**src/rtl/pomd_pkg.sv**
```systemverilog
// package for the pdp-11 opcode mnemonic decoder
// holds the decode masks, the mnemonic codes and the result struct
// no dependencies
`default_nettype none

package pomd_pkg;

    localparam int unsigned WORD_W = 16;
    localparam int unsigned CODE_W = 7;

    // decode masks, coarse to fine
    localparam logic [WORD_W-1:0] MASK_GRP = 16'o170000;
    localparam logic [WORD_W-1:0] MASK_M9  = 16'o177000;
    localparam logic [WORD_W-1:0] MASK_M8  = 16'o177400;
    localparam logic [WORD_W-1:0] MASK_M6  = 16'o177700;
    localparam logic [WORD_W-1:0] MASK_M5  = 16'o177740;
    localparam logic [WORD_W-1:0] MASK_M3  = 16'o177770;
    localparam logic [WORD_W-1:0] MASK_M0  = 16'o177777;

    typedef enum logic [CODE_W-1:0] {
        MN_NONE,
        MN_JSR, MN_SOB, MN_BR, MN_BNE, MN_BEQ, MN_BGE, MN_BLT, MN_BGT, MN_BLE,
        MN_JMP, MN_SWAB, MN_CLR, MN_COM, MN_INC, MN_DEC, MN_NEG, MN_ADC,
        MN_SBC, MN_TST, MN_ROR, MN_ROL, MN_ASR, MN_ASL, MN_MARK, MN_MFPI,
        MN_MTPI, MN_SXT, MN_FLAG, MN_RTS, MN_SPL, MN_HALT, MN_WAIT, MN_RTI,
        MN_BPT, MN_IOT, MN_RSET, MN_RTT, MN_MOV, MN_CMP, MN_BIT, MN_BIC,
        MN_BIS, MN_ADD, MN_MUL, MN_DIV, MN_ASH, MN_ASHC, MN_XOR, MN_FADD,
        MN_FSUB, MN_FMUL, MN_FDIV, MN_BPL, MN_BMI, MN_BHI, MN_BLOS, MN_BVC,
        MN_BVS, MN_BHIS, MN_BLO, MN_EMT, MN_SYS, MN_CLRB, MN_COMB, MN_INCB,
        MN_DECB, MN_NEGB, MN_ADCB, MN_SBCB, MN_TSTB, MN_RORB, MN_ROLB,
        MN_ASRB, MN_ASLB, MN_MFPD, MN_MTPD, MN_MOVB, MN_CMPB, MN_BITB,
        MN_BICB, MN_BISB, MN_SUB
    } t_mnem;

    typedef struct packed {
        logic [CODE_W-1:0] code;
        logic              recognized;
    } t_dec_result;

endpackage

`default_nettype wire

```
**src/rtl/pomd_decode.sv**
```systemverilog
// combinational mnemonic decode of one pdp-11 instruction word
// depends on pomd_pkg for masks, codes and the result struct
`default_nettype none

module pomd_decode
    import pomd_pkg::*;
(
    input  wire logic [WORD_W-1:0] i_word,
    output t_dec_result            o_result
);

    t_mnem c9, c8, c6, c5, c3, c0, cg, sel;

    always_comb begin
        unique case (i_word & MASK_M9)
            16'o004000: c9 = MN_JSR;
            16'o070000: c9 = MN_MUL;
            16'o071000: c9 = MN_DIV;
            16'o072000: c9 = MN_ASH;
            16'o073000: c9 = MN_ASHC;
            16'o074000: c9 = MN_XOR;
            16'o077000: c9 = MN_SOB;
            default:    c9 = MN_NONE;
        endcase
    end

    always_comb begin
        unique case (i_word & MASK_M8)
            16'o000400: c8 = MN_BR;
            16'o001000: c8 = MN_BNE;
            16'o001400: c8 = MN_BEQ;
            16'o002000: c8 = MN_BGE;
            16'o002400: c8 = MN_BLT;
            16'o003000: c8 = MN_BGT;
            16'o003400: c8 = MN_BLE;
            16'o100000: c8 = MN_BPL;
            16'o100400: c8 = MN_BMI;
            16'o101000: c8 = MN_BHI;
            16'o101400: c8 = MN_BLOS;
            16'o102000: c8 = MN_BVC;
            16'o102400: c8 = MN_BVS;
            16'o103000: c8 = MN_BHIS;
            16'o103400: c8 = MN_BLO;
            16'o104000: c8 = MN_EMT;
            16'o104400: c8 = MN_SYS;
            default:    c8 = MN_NONE;
        endcase
    end

    always_comb begin
        unique case (i_word & MASK_M6)
            16'o000100: c6 = MN_JMP;
            16'o000300: c6 = MN_SWAB;
            16'o005000: c6 = MN_CLR;
            16'o005100: c6 = MN_COM;
            16'o005200: c6 = MN_INC;
            16'o005300: c6 = MN_DEC;
            16'o005400: c6 = MN_NEG;
            16'o005500: c6 = MN_ADC;
            16'o005600: c6 = MN_SBC;
            16'o005700: c6 = MN_TST;
            16'o006000: c6 = MN_ROR;
            16'o006100: c6 = MN_ROL;
            16'o006200: c6 = MN_ASR;
            16'o006300: c6 = MN_ASL;
            16'o006400: c6 = MN_MARK;
            16'o006500: c6 = MN_MFPI;
            16'o006600: c6 = MN_MTPI;
            16'o006700: c6 = MN_SXT;
            16'o105000: c6 = MN_CLRB;
            16'o105100: c6 = MN_COMB;
            16'o105200: c6 = MN_INCB;
            16'o105300: c6 = MN_DECB;
            16'o105400: c6 = MN_NEGB;
            16'o105500: c6 = MN_ADCB;
            16'o105600: c6 = MN_SBCB;
            16'o105700: c6 = MN_TSTB;
            16'o106000: c6 = MN_RORB;
            16'o106100: c6 = MN_ROLB;
            16'o106200: c6 = MN_ASRB;
            16'o106300: c6 = MN_ASLB;
            16'o106500: c6 = MN_MFPD;
            16'o106600: c6 = MN_MTPD;
            default:    c6 = MN_NONE;
        endcase
    end

    always_comb begin
        unique case (i_word & MASK_M5)
            16'o000240: c5 = MN_FLAG;
            default:    c5 = MN_NONE;
        endcase
    end

    always_comb begin
        unique case (i_word & MASK_M3)
            16'o000200: c3 = MN_RTS;
            16'o000230: c3 = MN_SPL;
            16'o075000: c3 = MN_FADD;
            16'o075010: c3 = MN_FSUB;
            16'o075020: c3 = MN_FMUL;
            16'o075030: c3 = MN_FDIV;
            default:    c3 = MN_NONE;
        endcase
    end

    always_comb begin
        unique case (i_word & MASK_M0)
            16'o000000: c0 = MN_HALT;
            16'o000001: c0 = MN_WAIT;
            16'o000002: c0 = MN_RTI;
            16'o000003: c0 = MN_BPT;
            16'o000004: c0 = MN_IOT;
            16'o000005: c0 = MN_RSET;
            16'o000006: c0 = MN_RTT;
            default:    c0 = MN_NONE;
        endcase
    end

    always_comb begin
        unique case (i_word & MASK_GRP)
            16'o010000: cg = MN_MOV;
            16'o020000: cg = MN_CMP;
            16'o030000: cg = MN_BIT;
            16'o040000: cg = MN_BIC;
            16'o050000: cg = MN_BIS;
            16'o060000: cg = MN_ADD;
            16'o110000: cg = MN_MOVB;
            16'o120000: cg = MN_CMPB;
            16'o130000: cg = MN_BITB;
            16'o140000: cg = MN_BICB;
            16'o150000: cg = MN_BISB;
            16'o160000: cg = MN_SUB;
            default:    cg = MN_NONE;
        endcase
    end

    // first match wins, fine-grained masks in order m9 to m0 first, the group mask last
    always_comb begin
        if (c9 != MN_NONE) begin
            sel = c9;
        end else if (c8 != MN_NONE) begin
            sel = c8;
        end else if (c6 != MN_NONE) begin
            sel = c6;
        end else if (c5 != MN_NONE) begin
            sel = c5;
        end else if (c3 != MN_NONE) begin
            sel = c3;
        end else if (c0 != MN_NONE) begin
            sel = c0;
        end else begin
            sel = cg;
        end
    end

    assign o_result.code       = sel;
    assign o_result.recognized = (sel != MN_NONE);

endmodule

`default_nettype wire

```
**src/rtl/pdp11_opcode_mnemonic_decoder_unit.sv**
```systemverilog
// top level of the pdp-11 opcode mnemonic decoder
// input register, pomd_decode, result register; depends on pomd_pkg
`default_nettype none

// Classifies one 16-bit PDP-11 instruction word per beat into a dense
// mnemonic code (0 unrecognized, 1..82 in fixed mnemonic order) plus a
// recognized flag. An accepted word is held in the input register while it
// is decoded combinationally, and its result is loaded into the result
// register when the output side advances. A new word is taken every cycle
// unless i_stall holds a waiting result: the throughput is one word per
// cycle. While a result waits, the input register can still take one more
// word if it is empty.

module pdp11_opcode_mnemonic_decoder_unit
    import pomd_pkg::*;
(
    input  wire logic              i_clk,
    input  wire logic              i_rst_n,
    input  wire logic              i_valid,
    output logic                   o_stall,
    input  wire logic [WORD_W-1:0] i_instr_word,
    output logic                   o_valid,
    input  wire logic              i_stall,
    output logic [CODE_W-1:0]      o_mnemonic_code,
    output logic                   o_recognized
);

    logic              r_in_valid;
    logic [WORD_W-1:0] r_in_word;
    logic              r_out_valid;
    t_dec_result       r_out;
    t_dec_result       n_out;
    logic              out_adv;
    logic              in_adv;

    assign out_adv = !r_out_valid || !i_stall;
    assign in_adv  = !r_in_valid || out_adv;

    pomd_decode u_decode (
        .i_word   (r_in_word),
        .o_result (n_out)
    );

    always_ff @(posedge i_clk) begin
        if (!i_rst_n) begin
            r_in_valid  <= 1'b0;
            r_out_valid <= 1'b0;
        end else begin
            if (in_adv) begin
                r_in_valid <= i_valid;
            end
            if (out_adv) begin
                r_out_valid <= r_in_valid;
            end
        end
    end

    // payload registers
    always_ff @(posedge i_clk) begin
        if (in_adv && i_valid) begin
            r_in_word <= i_instr_word;
        end
        if (out_adv && r_in_valid) begin
            r_out <= n_out;
        end
    end

    assign o_stall         = !in_adv;
    assign o_valid         = r_out_valid;
    assign o_mnemonic_code = r_out.code;
    assign o_recognized    = r_out.recognized;

endmodule

`default_nettype wire

```
**config.mk**
```make
export PLATFORM = sky130hd
export DESIGN_NAME = pdp11_opcode_mnemonic_decoder_unit
export DESIGN_NICKNAME = d
export VERILOG_FILES = /design/src/rtl/pomd_pkg.sv /design/src/rtl/pomd_decode.sv /design/src/rtl/pdp11_opcode_mnemonic_decoder_unit.sv
export SDC_FILE = /design/constraint.sdc
export NUM_CORES = 1
export LEC_CHECK = 0
export ABC_CLOCK_PERIOD_IN_PS = 6800
export BUFFER_PORTS_ARGS = -buffer_cell sky130_fd_sc_hd__clkbuf_2
export CAP_MARGIN = 20
export CORE_MARGIN = 2
export CORE_UTILIZATION = 45
export CTS_CLUSTER_SIZE = 10
export DETAILED_ROUTE_END_ITERATION = 12
export PLACE_DENSITY = 0.66
export SKIP_CTS_REPAIR_TIMING = 1
export SYNTH_ARGS = -nofsm -noshare
export SYNTH_HDL_FRONTEND = slang
export SYNTH_SLANG_ARGS = --single-unit
```
**constraint.sdc**
```tcl
create_clock -name i_clk -period 6.8 [get_ports i_clk]
set_clock_uncertainty 0.2 [all_clocks]
set_input_delay 1.36 -clock i_clk [delete_from_list [all_inputs] [get_ports i_clk]]
set_output_delay 1.36 -clock i_clk [all_outputs]
set_load 0.05 [all_outputs]
```
---- After elaboration in Yosys (flattened, before gate mapping) ----
Index checks and enable logic that the tools add are counted.
word-level totals
  register bits ........................... 26
  word-level logic and storage cells ...... 115
operators by class
  equal/unequal tests ..................... 81
  muxes and demuxes ....................... 13
  reductions and logical operators ........ 16
operators by type and width
  kind                                                               count
  7-bit case mux with 32 select lines                                1
  10-bit by 6-bit == test with 1-bit output, second input constant   16
  10-bit == test, second input constant                              14
  6-bit case mux with 17 select lines                                1
  6-bit case mux with 7 select lines                                 2
  7-bit case mux with 12 select lines                                1
  8-bit == test, second input constant                               10
  13-bit by 12-bit == test with 1-bit output, second input constant  4
  7-bit nonzero test                                                 7
  16-bit by 3-bit == test with 1-bit output, second input constant   3
  7-bit by 6-bit == test with 1-bit output, second input constant    6
  7-bit two-way mux                                                  6
  6-bit case mux with 6 select lines                                 1
  16-bit by 2-bit == test with 1-bit output, second input constant   2
  8-bit by 3-bit == test with 1-bit output, second input constant    4
  13-bit by 5-bit == test with 1-bit output, second input constant   2
  4-bit == test, second input constant                               6
  16-bit by 1-bit == test with 1-bit output, second input constant   1
  8-bit by 2-bit == test with 1-bit output, second input constant    2
  16-bit logical NOT                                                 1
  4-bit by 3-bit == test with 1-bit output, second input constant    3
  11-bit by 3-bit == test with 1-bit output, second input constant   1
  10-bit by 1-bit == test with 1-bit output, second input constant   1
  10-bit by 2-bit == test with 1-bit output, second input constant   1
  other kinds (8)                                                    14

---- Longest topological paths before layout ----
Gate-level depths: netlist of run 1.
  depth after elaboration ................. 10
  depth in mapped cells ................... 9
  mapped depth without buffers ............ 7

---- Modules after synthesis ----
Synthesis of run 1 repeated with hierarchy kept, for this count alone.
second synthesis, totals
  cells, all modules ...................... 234
  area total of the unflattened synthesis .. 2065.7 µm²
modules (own cells, without submodules)
  module                              times used  cells an instance  area an instance (µm²)  sequential area each (µm²)
  pomd_decode                         1           202                1261.2                  0.0
  pdp11_opcode_mnemonic_decoder_unit  1           32                 804.5                   760.7

---- Least setup slack after synthesis of run 1 ----
No wires, ideal clock.
  path type ............................... input to output
  start ................................... in i_stall
  end ..................................... out o_stall
  arrival time ............................ 1841 ps
  required time ........................... 5240 ps
  slack ................................... 3399 ps
  stages on the path ...................... 1
  path buffers ............................ 0
  path through ............................ and3_1
on the way
  longest elaborated chain between the ends .. 4
RTL lines
  what               line                                      source
  from (decl)        pdp11_opcode_mnemonic_decoder_unit.sv:23  input wire logic i_stall,
  1-bit logical NOT  pdp11_opcode_mnemonic_decoder_unit.sv:36  assign out_adv = !r_out_valid || !i_stall;
  1-bit logical OR   pdp11_opcode_mnemonic_decoder_unit.sv:36
  1-bit logical OR   pdp11_opcode_mnemonic_decoder_unit.sv:37  assign in_adv = !r_in_valid || out_adv;
  1-bit logical NOT  pdp11_opcode_mnemonic_decoder_unit.sv:68  assign o_stall = !in_adv;
  to (decl)          pdp11_opcode_mnemonic_decoder_unit.sv:20  output logic o_stall,
Every way passes these cells.

---- Worst setup path in the final report of run 1 ----
Ends and elaborated chain as after synthesis.

==> flow_metrics.py, run 1 <==
metrics = {
    "placement": {
        "hpwl_mm": 3.43,
        "portBuffers": 29,
        "globalplace.congestion": 0.970,
    },
    "sta": {
        "finalMaxSlewViolations": 0,
        "setup_violations": 0,
        "setup-tns-final_ps": 0,
        "fin_crit_sh_pct": 51.5,
        "tightestPinTransition_ps": 803,
        "maxSlewHeadroom_pct": 46.0,
        "fin_crit_ps": 3500,
        "rsz0062_at_grt": "false",
        "holdWs_ps": 324,
        "hold_viol_final": 0,
        "max_freq_ghz": 0.286,
    },
    "setup_path": {
        "r2r-start": "r_in_word[15]",
        "required_ps": 5240,
        "critPathMaxFanout": 3,
        "critical_path.max_stage_delay_ps": 290,
        "worstPathArrival_ps": 1940,
        "cp_common_cell": "clkbuf_2",
        "endpoint_kind": "output pin",
        "rrSetupSlack_ps": 3300,
        "r2r-end": "o_recognized",
        "startpoint_type": "input port",
        "timing.critical_path.cells": "clkbuf_2 > and3_1 > clkbuf_2",
        "reg2reg_depth": 7,
        "crit_family": "buffers and inverters",
        "path_class": "in2out",
        "cpMaxStageDelayCell": "clkbuf_2",
        "critPathBufInv": 2,
    },
    "layout": {
        "multi_input_area_um2": 1090,
        "area_growth_pct": 9.91,
        "num-fill-cells": 380,
        "nets": 259,
        "mostFrequentLayoutCells": "nand2_1 (29), clkbuf_2 (29), edfxtp_1 (24), a21oi_1 (19), nor2_1 (11)",
        "regArea_um2": 761,
        "drive_above_1_share_pct": 17.6,
        "antenna_cells": 0,
    },
    "synth": {
        "synth-seq-cells": 26,
        "synth-compound-area-share_pct": 23.3,
        "synthDistinctLibCells": 61,
        "synthAdderAreaFrac_pct": 0,
        "yosysTopAreaCell": "edfxtp_1",
        "synthCells": 223,
        "synth_top_family_by_area": "simple AND/OR/NAND/NOR gates",
        "synth_edf_count": 24,
        "syn_area_per_cell_um2": 8.78,
        "synth.yosys.warnings": 0,
        "synthMuxAreaShare_pct": 2.11,
        "syn-cell-area_um2": 1960,
        "ys_seq_area_share_pct": 38.9,
        "synth_xor_area_share_pct": 1.34,
        "synth_simple_gate_area_share_pct": 28.8,
        "yosys-top-cells-area": "edfxtp_1 (37%), nand2_1 (5.6%), a21oi_1 (4.9%)",
        "netlist.area_leader.share_pct": 36.8,
        "synth_ff_type": "edfxtp_1",
        "synth_nets": 243,
        "async_reset_ff_share_pct": 0,
    },
    "worst_hold_path": {
        "hold-path-endpoint": "o_valid",
        "min_from": "r_in_valid",
        "hold_depth": 2,
        "holdCritPathClass": "reg2reg",
    },
    "detailed_routing": {
        "routed_wl_mm": 4.90,
        "first_pass_iters": 5,
        "avgRoutedWirePerCell_um": 17.0,
        "route.detailed.drc": 0,
        "viasPerCell": 6.32,
        "drt_iter0_drc": 179,
        "vias": 1819,
        "ant_nets": 0,
    },
    "clocking": {
        "clockRootBuffer": "clkbuf_8",
        "cts_buffers": 3,
        "cts_sinks": 26,
        "cts_buffer_depth": 2,
        "clk_pin_slew_ps": 90,
        "cts_htree_levels": 1,
        "tritoncts": "yes",
        "clk_latency_ps": 280,
    },
    "grt": {
        "grt_start_max_net_pins": 23,
        "grt_pass1_vias": 1623,
        "grt_antenna_before_repair": 0,
        "grt_use_total_pct": 20.6,
        "grt.overflow.total": 0,
        "grt_pass1_wl_mm": 8.02,
    },
    "die": {
        "fp.coreArea_um2": 4090,
        "row_count": 23,
        "die_h_um": 69.9,
        "fp.dieW_um": 69.9,
        "initial_utilization_pct": 47.9,
        "num_io_pins": 30,
        "fp.dieArea_um2": 4890,
    },
    "status": {
        "outcome": "complete, no violations",
    },
    "power_and_ir_drop": {
        "p_leak_nw": 0.764,
        "ir_worst_vdd_mv": 0.0997,
        "p_per_area_nw_per_um2": 187,
    },
    "run": {
        "drv_cap": 0,
    },
}
## metrics by stage
stage	setup WS [ps]	instances	util (%)	power (mW)	area [um2]
6_report	3300	288	52.6	0.402	2150
3_5_place_dp	3300	283	50.8	0.272	2070
5_1_grt	3160	288	52.6	0.421	2150
2_1_floorplan	3400	223	-	0.254	1960
3_3_place_gp	3320	283	50.8	0.271	2070
4_1_cts	3300	287	52.5	0.404	2150
## logic make-up (layout without fill, tap and decap cells)
kind of cell              Yosys count  after routing
AOI/OAI and AO/OA                  66             66
xor gates and xnor gates            3              3
buffers and inverters              23             38
DFF                                26             26
muxes                               4              4
and+or+nand+nor                   101            101
## worst register-to-register path: cells and delay by family (launching register included)
family,cells,cell delay [ps]
simple gates,6,1740
flops,1,730
compound gates,1,570
## final cells by class
class	instances	share of cell area (%)
Multi-Input combinational cell	174	50.6
Sequential cell	26	35.4
Timing Repair Buffer	31	7.33
Tap cell	50	2.91
Clock buffer	3	1.92
Clock inverter	1	1.40
Inverter	3	0.524
## layer usage
| layer | share of wire (%) | track usage, % |
|---|---|---|
| met1 | 44 | 28.9 |
| met2 | 46 | 31.3 |
| met3 | 7.2 | 3.46 |
| met4 | 2.9 | 9.19 |
| met5 | 0 | 0 |
## worst max path at each step
| stage | slack [ps] | from | cells after the start | endpoint |
|---|---|---|---|---|
| 3_3_place_gp | 3320 | i_stall | 3 | o_stall |
| 5_1_grt | 3160 | r_in_word[15] | 7 | o_recognized |
| 3_5_place_dp | 3300 | i_stall | 3 | o_stall |
| 2_1_floorplan | 3400 | i_stall | 1 | o_stall |
| 6_report | 3300 | i_stall | 3 | o_stall |
| 4_1_cts | 3300 | i_stall | 3 | o_stall |
## registers in the layout, indices dropped and copies added, names as in the netlist
name / count
r_in_word: 16
o_mnemonic_code: 7
o_recognized: 1
o_valid: 1
r_in_valid: 1
## power breakdown
group	switching [mW]	total, mW	leakage, nW	internal [mW]
Clock	0.0537	0.133	0.0357	0.0789
Combinational	0.0369	0.0631	0.482	0.0263
Sequential	0.0205	0.206	0.246	0.186
## Yosys cell counts, types with 2 or more instances
master / n
o31ai_1: 3
nor2b_1: 7
a31oi_1: 3
a211oi_1: 3
clkbuf_1: 7
nor3b_1: 4
a2111oi_0: 3
nand4b_1: 2
nor3_1: 9
edfxtp_1: 24
dfxtp_1: 2
a21oi_1: 19
buf_1: 2
mux2i_1: 3
o21ai_0: 9
inv_1: 2
or4_1: 2
buf_2: 9
nand4_1: 2
nand3_1: 9
nand2b_1: 6
nor2_1: 11
a32oi_1: 2
and4b_1: 2
o211ai_1: 4
and2_1: 2
nand3b_1: 3
a2bb2oi_1: 2
and3_1: 3
nand2_1: 29
xor2_1: 2
o22ai_1: 4
No activity file was read; power rests on OpenSTA's default activity.
==> run 2: changes to the inputs <==
--- a/config.mk
+++ b/config.mk
@@ -5,7 +5,7 @@
 export SDC_FILE = /design/constraint.sdc
 export NUM_CORES = 1
 export LEC_CHECK = 0
-export ABC_CLOCK_PERIOD_IN_PS = 6800
+export ABC_CLOCK_PERIOD_IN_PS = 3500
 export BUFFER_PORTS_ARGS = -buffer_cell sky130_fd_sc_hd__clkbuf_2
 export CAP_MARGIN = 20
 export CORE_MARGIN = 2
==> constraint.sdc (replaced) <==
create_clock -name i_clk -period 3.5 [get_ports i_clk]
set_clock_uncertainty 0.2 [all_clocks]
set_input_delay 0.7 -clock i_clk [delete_from_list [all_inputs] [get_ports i_clk]]
set_output_delay 0.7 -clock i_clk [all_outputs]
set_load 0.05 [all_outputs]
==> flow_metrics.py, run 2 (synthesis gave the netlist of run 1 again) <==
metrics = {
    "layout": {
        "stdcell_count": 302,
        "nets": 273,
        "mostFrequentLayoutCells": "nand2_1 (29), clkbuf_2 (29), edfxtp_1 (24), a21oi_1 (19), buf_4 (16)",
        "largest_register_ffs": 16,
        "drive_above_1_share_pct": 22.2,
        "finish.utilization_pct": 55.3,
        "num-fill-cells": 373,
        "top_register": "r_in_word",
        "multi_input_area_um2": 1090,
        "area_growth_pct": 15.4,
        "antenna_cells": 0,
        "regArea_um2": 761,
    },
    "setup_path": {
        "startpoint_type": "flip-flop",
        "endpoint_kind": "flip-flop",
        "critical_path.max_stage_delay_ps": 560,
        "critPathMaxFanout": 10,
        "timing.critical_path.cells": "nand4b_1 > nor3_1 > and2_0 > and3_1 > or4_4 > or4_1 > or4_1",
        "worstPathArrival_ps": 3090,
        "critPathBufInv": 0,
        "crit_family": "simple AND/OR/NAND/NOR gates",
        "cp_common_cell": "or4_1",
        "cpMaxStageDelayCell": "edfxtp_1",
        "path_class": "reg2reg",
        "required_ps": 3320,
    },
    "power_and_ir_drop": {
        "ir_worst_vdd_mv": 0.222,
        "clkPwrFrac_pct": 32.3,
        "p_per_area_nw_per_um2": 350,
        "p_leak_nw": 0.831,
        "internal-power_mw": 0.575,
        "switching_share_pct": 27.2,
        "power_mw": 0.791,
        "power.switching_mw": 0.215,
        "seqPwrFrac_pct": 48.1,
        "comb_power_share_pct": 19.6,
    },
    "detailed_routing": {
        "vias": 1816,
        "drt_iter0_drc": 163,
        "first_pass_iters": 5,
        "avgRoutedWirePerCell_um": 16.2,
        "routed_wl_mm": 4.89,
        "ant_nets": 0,
        "route.detailed.drc": 0,
        "viasPerCell": 6.01,
    },
    "placement": {
        "portBuffers": 29,
        "dpl.cell_count": 298,
        "hpwl_mm": 3.74,
        "preCtsSetupSlack_ps": 254,
        "globalplace.congestion": 0.959,
    },
    "sta": {
        "setup-tns-final_ps": 0,
        "tightestPinTransition_ps": 680,
        "fin_crit_ps": 3270,
        "max_freq_ghz": 0.306,
        "maxSlewHeadroom_pct": 54.3,
        "setup_violations": 0,
        "fin_crit_sh_pct": 93.3,
        "hold_viol_final": 0,
        "rsz0062_at_grt": "false",
        "finalMaxSlewViolations": 0,
        "setup_ws_ps": 233,
    },
    "clocking": {
        "tritoncts": "yes",
        "cts_sinks": 26,
        "clk_latency_ps": 270,
        "cts_buffer_depth": 2,
        "cts_htree_levels": 1,
        "cts_buffers": 3,
        "clk_pin_slew_ps": 100,
        "clockRootBuffer": "clkbuf_8",
    },
    "die": {
        "row_count": 23,
        "fp.dieArea_um2": 4890,
        "fp.coreArea_um2": 4090,
        "die_h_um": 69.9,
        "num_io_pins": 30,
        "initial_utilization_pct": 47.9,
        "fp.dieW_um": 69.9,
    },
    "grt": {
        "grt_use_total_pct": 20.3,
        "grt.overflow.total": 0,
        "grt_pass1_vias": 1668,
        "grt_pass1_wl_mm": 7.97,
        "grt_antenna_before_repair": 0,
        "grt_start_max_net_pins": 19,
    },
    "run": {
        "drv_cap": 0,
    },
    "status": {
        "outcome": "complete, no violations",
    },
    "worst_hold_path": {
        "holdCritPathClass": "reg2reg",
    },
}
## run 2: changes by cell type in the layout (fill, tap and decap cells not counted), sizes merged
cell  previous run  this run
buf              2        16
## run 2: path summary, 6_finish.rpt
path                                    start      endpoint  slack (ps)  cells after the start
worst max-delay path            r_in_word[13]  o_recognized         230                      7
worst min-delay path               r_in_valid       o_valid         320                      2
worst max register to register  r_in_word[13]  o_recognized         230                      7
worst min register to register     r_in_valid       o_valid         320                      2
## run 2: final cells by class
| cell class | count | area share (%) |
|---|---|---|
| Timing Repair Buffer | 45 | 11.7 |
| Tap cell | 50 | 2.77 |
| Clock buffer | 3 | 1.83 |
| Sequential cell | 26 | 33.7 |
| Inverter | 3 | 0.499 |
| Multi-Input combinational cell | 174 | 48.1 |
| Clock inverter | 1 | 1.33 |
## run 2: worst reg2reg max path, cell delays in order (launching register included)
cell and delay (ps):
edfxtp_1 560, nand4b_1 230, nor3_1 120, and2_0 260, and3_1 230, or4_4 510
or4_1 500, or4_1 410
## run 2: power by group through the flow
stage                     Combinational [mW]  Clock (mW)  Sequential (mW)
after global placement                 0.154           0            0.386
after floorplan                       0.0983           0            0.395
final                                  0.155       0.255            0.380
after detailed placement               0.153           0            0.387
after CTS                              0.154       0.262            0.380
after global routing                   0.168       0.273            0.383
## run 2: stage by stage
step                      cell area [um2]  hold WS, ps
after floorplan                      1960          266
after global placement               2190          278
after detailed placement             2190          299
after CTS                            2260          324
after global routing                 2260          351
final                                2260          316
## run 2: metal layers
layer  GRT usage, %  wire, um  part of all wire [%]
met4           6.62        87                   1.8
met3           2.74       282                   5.8
met5              0         0                     0
met1           27.9      2200                    45
met2           32.9      2320                    47
